`src/design/dspm_pkg.sv`:
```
`timescale 1ns / 1ps

package dspm_pkg;

    // pattern capacity and derived widths
    localparam int MAX_PATTERN = 32;
    localparam int NPOS        = MAX_PATTERN + 1;
    localparam int LEN_W       = $clog2(MAX_PATTERN + 1);
    localparam int IDX_W       = $clog2(MAX_PATTERN);
    localparam int NLVL        = $clog2(NPOS);

    // special pattern symbols
    localparam logic [7:0] SYM_WILD   = 8'd46;
    localparam logic [7:0] SYM_REPEAT = 8'd42;

    // input function codes
    localparam logic [1:0] FUNC_PATTERN = 2'd0;
    localparam logic [1:0] FUNC_SUBJECT = 2'd1;
    localparam logic [1:0] FUNC_FINISH  = 2'd2;

    typedef enum logic [1:0] {
        OP_PATTERN,
        OP_SUBJECT,
        OP_FINISH
    } t_op_kind;

    // one classified operation as it travels through the queue
    typedef struct packed {
        t_op_kind   kind;
        logic       restart;
        logic [7:0] symbol;
    } t_op;

    // queue status toward front and back
    typedef struct packed {
        logic not_empty;
        logic full;
    } t_q_status;

endpackage

```
`src/design/dot_star_pattern_matcher.sv`:
```
`timescale 1ns / 1ps

// Whole-string matcher for patterns of literal bytes, '.' (any byte) and '*' (zero or
// more of the element before it). Send pattern bytes with func 0 (restart clears the
// pattern and the overflow flag first), then subject bytes with func 1, then a finish
// with func 2, which returns one transaction with matched and overflow and sends the
// automaton back to its start set. Restart on a subject byte or finish starts a fresh
// subject; func 3 is accepted and ignored. Up to 32 pattern elements are held; extra
// elements are dropped and overflow stays set until the next pattern restart. Every
// item is accepted and a new one may follow each cycle while the queue has room:
// the whole automaton step (closure over all positions plus the byte compare) is one
// register update. A two-entry queue sits between input decode and the engine, so
// input keeps flowing while a result waits until the queue fills; only a finish
// stalls the engine, and only while the previous result has not been taken. A finish
// passes through the queue and then sets the result register.
module dot_star_pattern_matcher
    import dspm_pkg::*;
(
    input  logic        i_clk,
    input  logic        i_rst_n,
    input  logic        s_axis_tvalid,
    output logic        s_axis_tready,
    input  logic [15:0] s_axis_tdata,   // [0] restart, [8:1] symbol, [15:9] zero
    input  logic [1:0]  s_axis_tuser,   // [1:0] func
    output logic        m_axis_tvalid,
    input  logic        m_axis_tready,
    output logic [7:0]  m_axis_tdata    // [0] matched, [1] overflow, [7:2] zero
);

    t_q_status  q_status;
    t_op        push_op;
    t_op        head_op;
    logic       push;
    logic       pop;
    logic [1:0] res_data;

    // input decode
    dspm_front u_front (
        .i_tvalid   (s_axis_tvalid),
        .i_func     (s_axis_tuser),
        .i_restart  (s_axis_tdata[0]),
        .i_symbol   (s_axis_tdata[8:1]),
        .i_q_status (q_status),
        .o_tready   (s_axis_tready),
        .o_push     (push),
        .o_op       (push_op)
    );

    // decoupling queue
    dspm_queue u_queue (
        .i_clk    (i_clk),
        .i_rst_n  (i_rst_n),
        .i_push   (push),
        .i_op     (push_op),
        .i_pop    (pop),
        .o_status (q_status),
        .o_op     (head_op)
    );

    // matching engine and result register
    dspm_back u_back (
        .i_clk      (i_clk),
        .i_rst_n    (i_rst_n),
        .i_q_status (q_status),
        .i_op       (head_op),
        .i_m_tready (m_axis_tready),
        .o_pop      (pop),
        .o_m_tvalid (m_axis_tvalid),
        .o_m_data   (res_data)
    );

    assign m_axis_tdata = {6'd0, res_data};

endmodule

```
`src/design/dspm_front.sv`:
```
`timescale 1ns / 1ps

module dspm_front
    import dspm_pkg::*;
(
    input  logic       i_tvalid,
    input  logic [1:0] i_func,
    input  logic       i_restart,
    input  logic [7:0] i_symbol,
    input  t_q_status  i_q_status,
    output logic       o_tready,
    output logic       o_push,
    output t_op        o_op
);

    logic keep;

    // decode the function code; the unused code is taken and dropped
    always_comb begin
        keep       = 1'b1;
        o_op.kind  = OP_PATTERN;
        case (i_func)
            FUNC_PATTERN: begin
                o_op.kind = OP_PATTERN;
            end
            FUNC_SUBJECT: begin
                o_op.kind = OP_SUBJECT;
            end
            FUNC_FINISH: begin
                o_op.kind = OP_FINISH;
            end
            default: begin
                keep = 1'b0;
            end
        endcase
        o_op.restart = i_restart;
        o_op.symbol  = i_symbol;
    end

    // accept whenever the queue has room
    assign o_tready = ~i_q_status.full;
    assign o_push   = i_tvalid & o_tready & keep;

endmodule

```
`src/design/dspm_queue.sv`:
```
`timescale 1ns / 1ps

module dspm_queue
    import dspm_pkg::*;
(
    input  logic      i_clk,
    input  logic      i_rst_n,
    input  logic      i_push,
    input  t_op       i_op,
    input  logic      i_pop,
    output t_q_status o_status,
    output t_op       o_op
);

    t_op        r_mem [2];
    logic       r_wr_ptr, n_wr_ptr;
    logic       r_rd_ptr, n_rd_ptr;
    logic [1:0] r_count, n_count;
    logic       do_push;
    logic       do_pop;

    assign o_status.not_empty = (r_count != 2'd0);
    assign o_status.full      = (r_count == 2'd2);
    assign o_op               = r_mem[r_rd_ptr];

    assign do_push = i_push & ~o_status.full;
    assign do_pop  = i_pop & o_status.not_empty;

    // pointer and fill count update
    always_comb begin
        n_wr_ptr = do_push ? ~r_wr_ptr : r_wr_ptr;
        n_rd_ptr = do_pop ? ~r_rd_ptr : r_rd_ptr;
        n_count  = r_count;
        if (do_push && !do_pop) begin
            n_count = r_count + 2'd1;
        end else if (!do_push && do_pop) begin
            n_count = r_count - 2'd1;
        end
    end

    always_ff @(posedge i_clk) begin
        if (!i_rst_n) begin
            r_wr_ptr <= 1'b0;
            r_rd_ptr <= 1'b0;
            r_count  <= 2'd0;
        end else begin
            r_wr_ptr <= n_wr_ptr;
            r_rd_ptr <= n_rd_ptr;
            r_count  <= n_count;
        end
    end

    // entry storage
    always_ff @(posedge i_clk) begin
        if (do_push) begin
            r_mem[r_wr_ptr] <= i_op;
        end
    end

endmodule

```
`src/design/dspm_back.sv`:
```
`timescale 1ns / 1ps

module dspm_back
    import dspm_pkg::*;
(
    input  logic       i_clk,
    input  logic       i_rst_n,
    input  t_q_status  i_q_status,
    input  t_op        i_op,
    input  logic       i_m_tready,
    output logic       o_pop,
    output logic       o_m_tvalid,
    output logic [1:0] o_m_data
);

    localparam logic [NPOS-1:0] START_SET = NPOS'(1);

    logic [7:0]             r_sym [MAX_PATTERN];
    logic [MAX_PATTERN-1:0] r_wild;
    logic [MAX_PATTERN-1:0] r_marks, n_marks;
    logic [LEN_W-1:0]       r_len, n_len;
    logic                   r_ovf, n_ovf;
    logic [NPOS-1:0]        r_active, n_active;
    logic                   r_out_valid, n_out_valid;
    logic [1:0]             r_out_data, n_out_data;

    logic [MAX_PATTERN-1:0] elem_mask;
    logic [NPOS-1:0]        upto_mask;
    logic [MAX_PATTERN-1:0] hit;
    logic [NPOS-1:0]        base_set;
    logic [NPOS-1:0]        g_lvl [NLVL+1];
    logic [NPOS-1:0]        p_lvl [NLVL+1];
    logic [NPOS-1:0]        cur_set;
    logic [MAX_PATTERN-1:0] take;
    logic [MAX_PATTERN-1:0] stay;
    logic [MAX_PATTERN-1:0] adv;
    logic [NPOS-1:0]        step_set;
    logic                   matched;

    logic [LEN_W-1:0]       len_eff;
    logic [LEN_W-1:0]       len_m1;
    logic [MAX_PATTERN-1:0] marks_eff;
    logic [IDX_W-1:0]       last_idx;
    logic [IDX_W-1:0]       wr_idx;
    logic                   is_mark;
    logic                   has_room;
    logic                   sym_we;
    logic                   is_fin;

    // element and position masks from the current length
    always_comb begin
        for (int k = 0; k < MAX_PATTERN; k++) begin
            elem_mask[k] = (LEN_W'(k) < r_len);
            hit[k]       = elem_mask[k] & (r_wild[k] | (r_sym[k] == i_op.symbol));
        end
        for (int k = 0; k < NPOS; k++) begin
            upto_mask[k] = (LEN_W'(k) <= r_len);
        end
    end

    // epsilon closure as a parallel prefix: a marked element passes its bit on
    always_comb begin
        base_set = i_op.restart ? START_SET : r_active;
        g_lvl[0] = base_set;
        p_lvl[0] = {r_marks & elem_mask, 1'b0};
        for (int l = 0; l < NLVL; l++) begin
            for (int i = 0; i < NPOS; i++) begin
                if (i >= (1 << l)) begin
                    g_lvl[l+1][i] = g_lvl[l][i] | (p_lvl[l][i] & g_lvl[l][i - (1 << l)]);
                    p_lvl[l+1][i] = p_lvl[l][i] & p_lvl[l][i - (1 << l)];
                end else begin
                    g_lvl[l+1][i] = g_lvl[l][i];
                    p_lvl[l+1][i] = p_lvl[l][i];
                end
            end
        end
        cur_set = g_lvl[NLVL];
    end

    // one subject byte: a marked element keeps its position, others advance
    always_comb begin
        take     = cur_set[MAX_PATTERN-1:0] & hit;
        stay     = take & r_marks;
        adv      = take & ~r_marks;
        step_set = {adv, 1'b0} | {1'b0, stay};
        matched  = cur_set[r_len];
    end

    // pattern append decisions
    always_comb begin
        len_eff   = i_op.restart ? '0 : r_len;
        marks_eff = i_op.restart ? '0 : r_marks;
        len_m1    = len_eff - LEN_W'(1);
        last_idx  = len_m1[IDX_W-1:0];
        wr_idx    = len_eff[IDX_W-1:0];
        is_mark   = (i_op.symbol == SYM_REPEAT) && (len_eff != '0) && !marks_eff[last_idx];
        has_room  = (len_eff < LEN_W'(MAX_PATTERN));
    end

    // pop rule: a finish waits for the result register
    assign is_fin = (i_op.kind == OP_FINISH);
    assign o_pop  = i_q_status.not_empty & (!is_fin || !r_out_valid || i_m_tready);

    // execute the popped operation
    always_comb begin
        n_marks     = r_marks;
        n_len       = r_len;
        n_ovf       = r_ovf;
        n_active    = r_active;
        sym_we      = 1'b0;
        n_out_valid = r_out_valid & ~i_m_tready;
        n_out_data  = r_out_data;
        if (o_pop) begin
            case (i_op.kind)
                OP_PATTERN: begin
                    n_marks  = marks_eff;
                    n_len    = len_eff;
                    n_ovf    = i_op.restart ? 1'b0 : r_ovf;
                    n_active = START_SET;
                    if (is_mark) begin
                        n_marks[last_idx] = 1'b1;
                    end else if (has_room) begin
                        n_marks[wr_idx] = 1'b0;
                        n_len           = len_eff + LEN_W'(1);
                        sym_we          = 1'b1;
                    end else begin
                        n_ovf = 1'b1;
                    end
                end
                OP_SUBJECT: begin
                    n_active = step_set;
                end
                OP_FINISH: begin
                    n_active    = START_SET;
                    n_out_valid = 1'b1;
                    n_out_data  = {r_ovf, matched};
                end
                default: begin
                    n_active = r_active;
                end
            endcase
        end
    end

    always_ff @(posedge i_clk) begin
        if (!i_rst_n) begin
            r_marks     <= '0;
            r_len       <= '0;
            r_ovf       <= 1'b0;
            r_active    <= START_SET;
            r_out_valid <= 1'b0;
        end else begin
            r_marks     <= n_marks;
            r_len       <= n_len;
            r_ovf       <= n_ovf;
            r_active    <= n_active;
            r_out_valid <= n_out_valid;
        end
    end

    // pattern symbol store and result payload
    always_ff @(posedge i_clk) begin
        if (sym_we) begin
            r_sym[wr_idx]  <= i_op.symbol;
            r_wild[wr_idx] <= (i_op.symbol == SYM_WILD);
        end
        r_out_data <= n_out_data;
    end

    assign o_m_tvalid = r_out_valid;
    assign o_m_data   = r_out_data;

    // active positions never lie beyond the pattern end
    a_active_in_range: assert property (@(posedge i_clk) disable iff (!i_rst_n)
        (r_active & ~upto_mask) == '0)
        else $error("active position beyond pattern length");

    // repeat marks only on loaded elements
    a_marks_in_range: assert property (@(posedge i_clk) disable iff (!i_rst_n)
        (r_marks & ~elem_mask) == '0)
        else $error("repeat mark beyond pattern length");

    // a finish returns the automaton to the start set
    a_finish_resets: assert property (@(posedge i_clk) disable iff (!i_rst_n)
        (o_pop && is_fin) |=> (r_active == START_SET) && r_out_valid)
        else $error("finish did not restart the automaton");

    // a finish is never executed over an unaccepted result
    a_no_overwrite: assert property (@(posedge i_clk) disable iff (!i_rst_n)
        (o_pop && is_fin) |-> (!r_out_valid || i_m_tready))
        else $error("result overwritten while stalled");

    // length stays within capacity
    a_len_cap: assert property (@(posedge i_clk) disable iff (!i_rst_n)
        r_len <= LEN_W'(MAX_PATTERN))
        else $error("pattern length above capacity");

endmodule
```
`config.mk`:
```
export PLATFORM = sky130hd
export DESIGN_NAME = dot_star_pattern_matcher
export DESIGN_NICKNAME = d
export VERILOG_FILES = /design/src/design/dspm_pkg.sv /design/src/design/dot_star_pattern_matcher.sv /design/src/design/dspm_front.sv /design/src/design/dspm_queue.sv /design/src/design/dspm_back.sv
export SDC_FILE = /design/constraint.sdc
export NUM_CORES = 1
export LEC_CHECK = 0
export ABC_CLOCK_PERIOD_IN_PS = 7800
export BUFFER_PORTS_ARGS = -buffer_cell sky130_fd_sc_hd__buf_2
export CORE_UTILIZATION = 54
export DETAILED_ROUTE_END_ITERATION = 10
export PLACE_DENSITY = 0.7
export SLEW_MARGIN = 20
export SYNTH_ARGS = -nofsm -noshare
export SYNTH_HDL_FRONTEND = slang
export SYNTH_SLANG_ARGS = --single-unit
```
`constraint.sdc`:
```
create_clock -name i_clk -period 7.8 [get_ports i_clk]
set_input_delay 0 -clock i_clk [delete_from_list [all_inputs] [get_ports i_clk]]
set_output_delay 0 -clock i_clk [all_outputs]
set_load 0.005 [all_outputs]
```
== Yosys cells after proc, flatten, opt, wreduce, memory -nomap -nowiden ==
Memories as Yosys holds them, arrays and structs flattened. A register that Yosys moved wholly into a read port is not among the register bits.
Index checks and enable logic that the tools add are counted.
Word-level totals
  ROM bits: 0
  bits in registers: 111
  memories: 2
  bits of input ports: 22
  latch bits: 0
  word-level logic and storage cells: 609
  bits in writable memories: 278
Memory list
  u_back.r_sym: depth 32, width 8, rd ports 32, clocked after memory_dff 0, wr ports 1, RTL line dspm_back.sv:18  | logic [7:0] r_sym [MAX_PATTERN];
  u_queue.r_mem: depth 2, width 11, rd ports 1, clocked after memory_dff 1, wr ports 1, RTL line dspm_queue.sv:15  | t_op r_mem [2];
Operators by class
  bitwise gates (word level): 456
  shift-type cells: 0
  div/mod/pow operators: 0
  order comparisons: 38
  $add $sub $neg: 4
  reductions and logical operators: 24
  equal/unequal tests: 39
  multiplexer cells: 36
  multipliers: 0
Operator list (count)
  $and 1x1->1: 276
  $eq 8x8->1: 32
  $or 1x1->1: 167
  $and 32x32->32: 5
  $lt 5x6->1 const A: 16
  $mux 32: 3
  $pmux 33 s2: 1
  $not 32->32: 2
  $lt 4x6->1 const A: 8
  $mux 33: 1
  $or 33x32->33: 1
  $bwmux 32: 1
  $or 32x32->32: 1
  $lt 3x6->1 const A: 4
  $mux 1: 20
  $mux 6: 3
  $eq 8x6->1 const B: 2
  $lt 1x6->1 const A: 2
  $lt 2x6->1 const A: 2
  $lt 5x6->1 const B: 2
  $demux 1 s5: 2
  $ge 5x1->1 const B: 2
  $lt 6x7->1 const B: 1
  $add 6x1->6 const B: 1
  20 further kinds: 42

== Logic depth before layout (Yosys ltp) ==
  depth after elaboration: 16
  depth in mapped cells: 22

== Hierarchy ==
From an unflattened synthesis, not the netlist that was laid out.
Second synthesis, totals
  cells, all modules: 1731
  area total of the unflattened synthesis: 19575.0 um^2
Modules (own cells, without submodules)
  dspm_back: instances 1, area an instance 18401.4 um^2, seq. area each 10169.8 um^2, cells each 1651
  dspm_queue: instances 1, area an instance 1026.0 um^2, seq. area each 760.7 um^2, cells each 59
  dspm_front: instances 1, area an instance 98.8 um^2, seq. area each 0.0 um^2, cells each 14
  dot_star_pattern_matcher: instances 1, area an instance 48.8 um^2, seq. area each 0.0 um^2, cells each 7

== Worst setup path before layout ==
OpenSTA, ideal clock, no wires.
  path type: reg-to-reg
  start point: reg (tool-made name)
  end point: mem u_back.r_sym[15][0] (enable)
  library setup time: 402 ps
  buffers on the path: 9
  stages on the path, launching flop included: 19
  data required time: 7398 ps
  clock period less this slack: 5214 ps
  arrival time: 4812 ps
  setup slack: 2586 ps
  cell sequence: dfxtp_1 -> buf_4 -> mux2i_4 -> buf_2 -> buf_2 -> buf_1 -> buf_2 -> buf_1 -> buf_2 -> nand2_1 -> ha_1 -> buf_1 -> a31oi_1 -> o21ai_0 -> nand3_1 -> a31oi_1 -> nor2_4 -> buf_2 -> nor4_1
RTL lines (RTL line)
  end: declaration: dspm_back.sv:18

==> metrics.md <==
| Metric | Value |
|---|---|
| Area fraction of the dominant cell type after synthesis | `47.81%` |
| Most frequent cell after synthesis | `sky130_fd_sc_hd__edfxtp_1` |
| Final cycle utilization of the critical path | `72.43%` |
| Initial DRC count | `1550` |
| Vertical die dimension | `192.5 microns` |
| Data arrival time at the worst-slack endpoint | `5900 ps` |
| Internal power consumption | `3.993 mW` |
| Warnings from Yosys | `0` |
| Slew HR | `25.11%` |
| Start-to-end type of the worst setup path | `reg2reg` |
| Multiplexer share of the synthesized area | `1.781%` |
| Total net switching power | `1.945 mW` |
| Share of synthesized cell area in full adder, half adder and majority cells | `0.3192%` |
| N_diodes | `0` |
| Vias per Instance | `6.526` |
| Peak supply drop | `0.2641 mV` |
| Actual slew at the worst max-slew pin | `1121 ps` |
| Fraction of power consumed by combinational cells | `26.5%` |
| Register area share after synthesis | `55.77%` |
| Power density cells | `274.9 nW/um^2` |
| Total GRT Usage | `31.12%` |
| Biggest area contributors in the synthesized netlist | `sky130_fd_sc_hd__edfxtp_1 48%, sky130_fd_sc_hd__xnor2_1 9.7%, sky130_fd_sc_hd__dfxtp_1 8.0%` |
| Share of async-settable or async-resettable flops after synthesis | `0%` |
| Leak pwr | `6.778 nW` |
| Hold/Removal Path Class | `in2reg` |
| Dominant combinational cell family by area after synthesis | `compound AO/OA/AOI/OAI gates` |
| Vias after detailed routing | `14702` |
| Post-Synthesis Mean Instance Area | `11.22 sq um` |
| Switching portion of total power | `32.75%` |
| Initial antenna violation count | `1` |
| Kind of end point of the critical path | `flop` |
| Simple logic cell fraction of the synthesized area | `12.37%` |
| Number of placement rows | `69` |
| Largest net degree at the start of global routing | `59` |
| WL final | `56.92 mm` |
| Setup TNS Final | `0 ps` |
| Wire length of the first global-routing pass | `85.00 mm` |
| Area grow syn2layout | `10.22%` |
| Violated checks | `design-rule violations` |
| Synthesized-area fraction occupied by xor and xnor cells | `11.66%` |
| Status | `complete, but fails checks` |
| Slack of the worst reg-to-reg path | `2150 ps` |
| TritonRoute pass-1 iters | `11` |
| Number of storage elements in the synthesis netlist | `390` |
| Synth Cell Area | `19600 sq um` |
| Number of nets with antenna violations after routing | `0` |
| List of most frequent post-synthesis cells | `312 x sky130_fd_sc_hd__edfxtp_1, 216 x sky130_fd_sc_hd__xnor2_1, 147 x sky130_fd_sc_hd__nor2_1` |
| Synth Area in Compound Gates | `14.49%` |
| Total of buffers placed on input and output ports | `18` |
| Fraction of layout instances using a drive strength above 1 | `9.096%` |
| # clock sinks | `390` |
| Primary flip-flop cell chosen by synthesis mapping | `sky130_fd_sc_hd__edfxtp_1` |
| Layout net count | `1786` |
| CTS tree | `done` |
| Worst-case setup slack after placement | `2285 ps` |
| Final setup violating endpoints | `0` |
| Final max-slew violation count | `0` |
| Remaining global-route overflow | `0` |
| RePlAce Congestion | `0.9898` |
| Number of design rule violations left after detail routing | `2` |
| Type of origin of the critical path | `flop` |
| Chip width | `192.5 microns` |
| Maximum fanout encountered on the critical timing path | `27` |
| Via count of the first global-routing pass | `14042` |
| Count of flip-flops with a built-in enable after synthesis | `312` |
| Die Area | `37060 sq um` |
| Final setup slack of the worst path | `2150 ps` |
| Total of max-cap violations | `0` |
| Highest Clock Rate | `177.0 MHz` |
| Buffer type at the clock tree root | `sky130_fd_sc_hd__clkbuf_16` |
| Clock latency at the later pin of the worst-skew pair | `580 ps` |
| Number of CTS-inserted buffers | `41` |
| Buffer depth of the longest clock path | `3` |
| Post-cts repair resize count | `0` |
| End-of-flow core utilization | `60.58%` |
| Required time at the worst-slack endpoint | `8050 ps` |
| Clock slew at the register clock pins of the worst setup and hold paths | `60 ps` |
| Routed wire length per instance | `25.26 microns` |
| Worst hold path stage count | `2` |
| Synth Instances | `1747` |
| Worst reg-to-reg path cell count | `14` |
| Initial Utilization | `54.96%` |
| Share of total power in sequential cells | `41.2%` |
| Hold Violations, Final | `0` |
| Standard cell core area | `35660 sq um` |
| Maximum clock skew at final layout | `18.98 ps` |
| Clock power share | `32.3%` |
| Unrepaired setup endpoints after global routing | `false` |
| I/O pins | `32` |
| Final Critical Period | `5650 ps` |
| H-tree Lvls | `2` |
| Count of unique library cells instantiated by Yosys | `87` |
| Biggest area consumer among synthesized cells | `sky130_fd_sc_hd__edfxtp_1` |
| Post-detail-place hpwl | `35.37 mm` |
## metrics by stage
step / std cells / hold WS, ps / area, sq um / power [mW]
5_1_grt: 2253 / 149.8 / 21600 / 6.132
6_report: 2253 / 150.4 / 21600 / 5.938
3_5_place_dp: 2161 / 192.1 / 20110 / 4.040
4_1_cts: 2253 / 134.4 / 21590 / 5.952
3_3_place_gp: 2161 / 187.8 / 20110 / 4.013
2_1_floorplan: 1752 / 98.87 / 19620 / 3.528
## power by group through the flow
| stage | combinational [mW] | clock, mW | sequential [mW] |
|---|---|---|---|
| 2_1_floorplan | 1.04 | 0 | 2.48 |
| 3_3_place_gp | 1.52 | 0 | 2.49 |
| 3_5_place_dp | 1.55 | 0 | 2.49 |
| 4_1_cts | 1.57 | 1.94 | 2.45 |
| 5_1_grt | 1.67 | 2.01 | 2.45 |
| 6_report | 1.57 | 1.92 | 2.45 |
## critical path, stage by stage (launching register included)
cell and delay (ps):
sky130_fd_sc_hd__dfxtp_1 310, sky130_fd_sc_hd__buf_4 360, sky130_fd_sc_hd__mux2i_4 160, sky130_fd_sc_hd__nand2_1 160
sky130_fd_sc_hd__ha_1 610, sky130_fd_sc_hd__clkinv_1 550, sky130_fd_sc_hd__a21oi_1 340, sky130_fd_sc_hd__o22ai_1 210
sky130_fd_sc_hd__a32oi_1 320, sky130_fd_sc_hd__o2111ai_1 210, sky130_fd_sc_hd__nor2_4 650, sky130_fd_sc_hd__nor2_1 200
sky130_fd_sc_hd__and2_1 290, sky130_fd_sc_hd__nand2_1 550, sky130_fd_sc_hd__nor2_1 380
## per-layer routing
metal | vias up | wire length, microns | part of all wire, % | GRT usage [%]
met2 | 824 | 26330 | 46 | 49.52
met3 | 134 | 5668 | 10 | 5.528
li1 | 6556 | - | - | -
met1 | 7186 | 22940 | 40 | 42.37
met5 | - | 12 | 0.021 | 0
met4 | 2 | 1976 | 3.5 | 12.17
## kinds of logic (layout without fill, tap and decap cells)
kind of cell,Yosys count,in the layout
AO/OA/AOI/OAI,424,424
XOR/XNOR,261,261
adder cells (fa/ha/maj),5,5
buffers and inverters,150,190
flip-flops,390,390
multiplexers,23,23
other,1,6
AND/OR/NAND/NOR,493,493
## worst paths after layout
check                                                      start                                to
worst max-delay path                                        flop      u_back.r_sym[5][3]$_DFFE_PP_
worst min register to register  u_back.r_active[32]$_SDFFE_PN0P_  u_back.r_active[32]$_SDFFE_PN0P_
worst max register to register                              flop      u_back.r_sym[5][3]$_DFFE_PP_
worst min-delay path                             s_axis_tdata[8]     u_queue.r_mem[1][7]$_DFFE_PP_
## cell type report
| cell class | instances | area (sq um) |
|---|---|---|
| Fill cell | 2881 | 14060 |
| Clock buffer | 53 | 1071 |
| Tap cell | 461 | 576.8 |
| Timing Repair Buffer | 68 | 505.5 |
| Clock inverter | 23 | 244.0 |
| Inverter | 46 | 172.7 |
| Multi-Input combinational cell | 1212 | 8099 |
| Sequential cell | 390 | 10930 |
## placed cells by master, fill, tap and decap left out, types with 21 or more instances in the layout
cell type	n
sky130_fd_sc_hd__edfxtp_1	312
sky130_fd_sc_hd__xnor2_1	216
sky130_fd_sc_hd__nor2_1	147
sky130_fd_sc_hd__a21oi_1	117
sky130_fd_sc_hd__nand2_1	91
sky130_fd_sc_hd__dfxtp_1	78
sky130_fd_sc_hd__o21ai_0	64
sky130_fd_sc_hd__nor4_1	64
sky130_fd_sc_hd__nand3_1	46
sky130_fd_sc_hd__xor2_1	45
sky130_fd_sc_hd__inv_1	42
sky130_fd_sc_hd__clkbuf_16	41
sky130_fd_sc_hd__buf_4	34
sky130_fd_sc_hd__a31oi_1	33
sky130_fd_sc_hd__nor3_1	32
sky130_fd_sc_hd__o211ai_1	26
sky130_fd_sc_hd__and3_1	22
sky130_fd_sc_hd__nand4_1	21
## sequential cells by signal, summed over array words and instances (netlist names), named ones only
signal,count
u_back.r_sym,256
u_back.r_wild,32
u_queue.r_mem,22
u_back.o_m_tvalid,1
u_queue.r_rd_ptr,1
u_back.r_active,33
u_back.r_ovf,1
u_back.r_len,6
u_back.r_marks,32
u_queue.r_wr_ptr,1
u_back.o_m_data,2
u_queue.r_count,2
## timing repair
item,in CTS,in global routing
hold buffers,16,0
buffers inserted,0,0
hold endpoints to repair,33,0
Note: power is estimated with default switching activity, not from simulation.
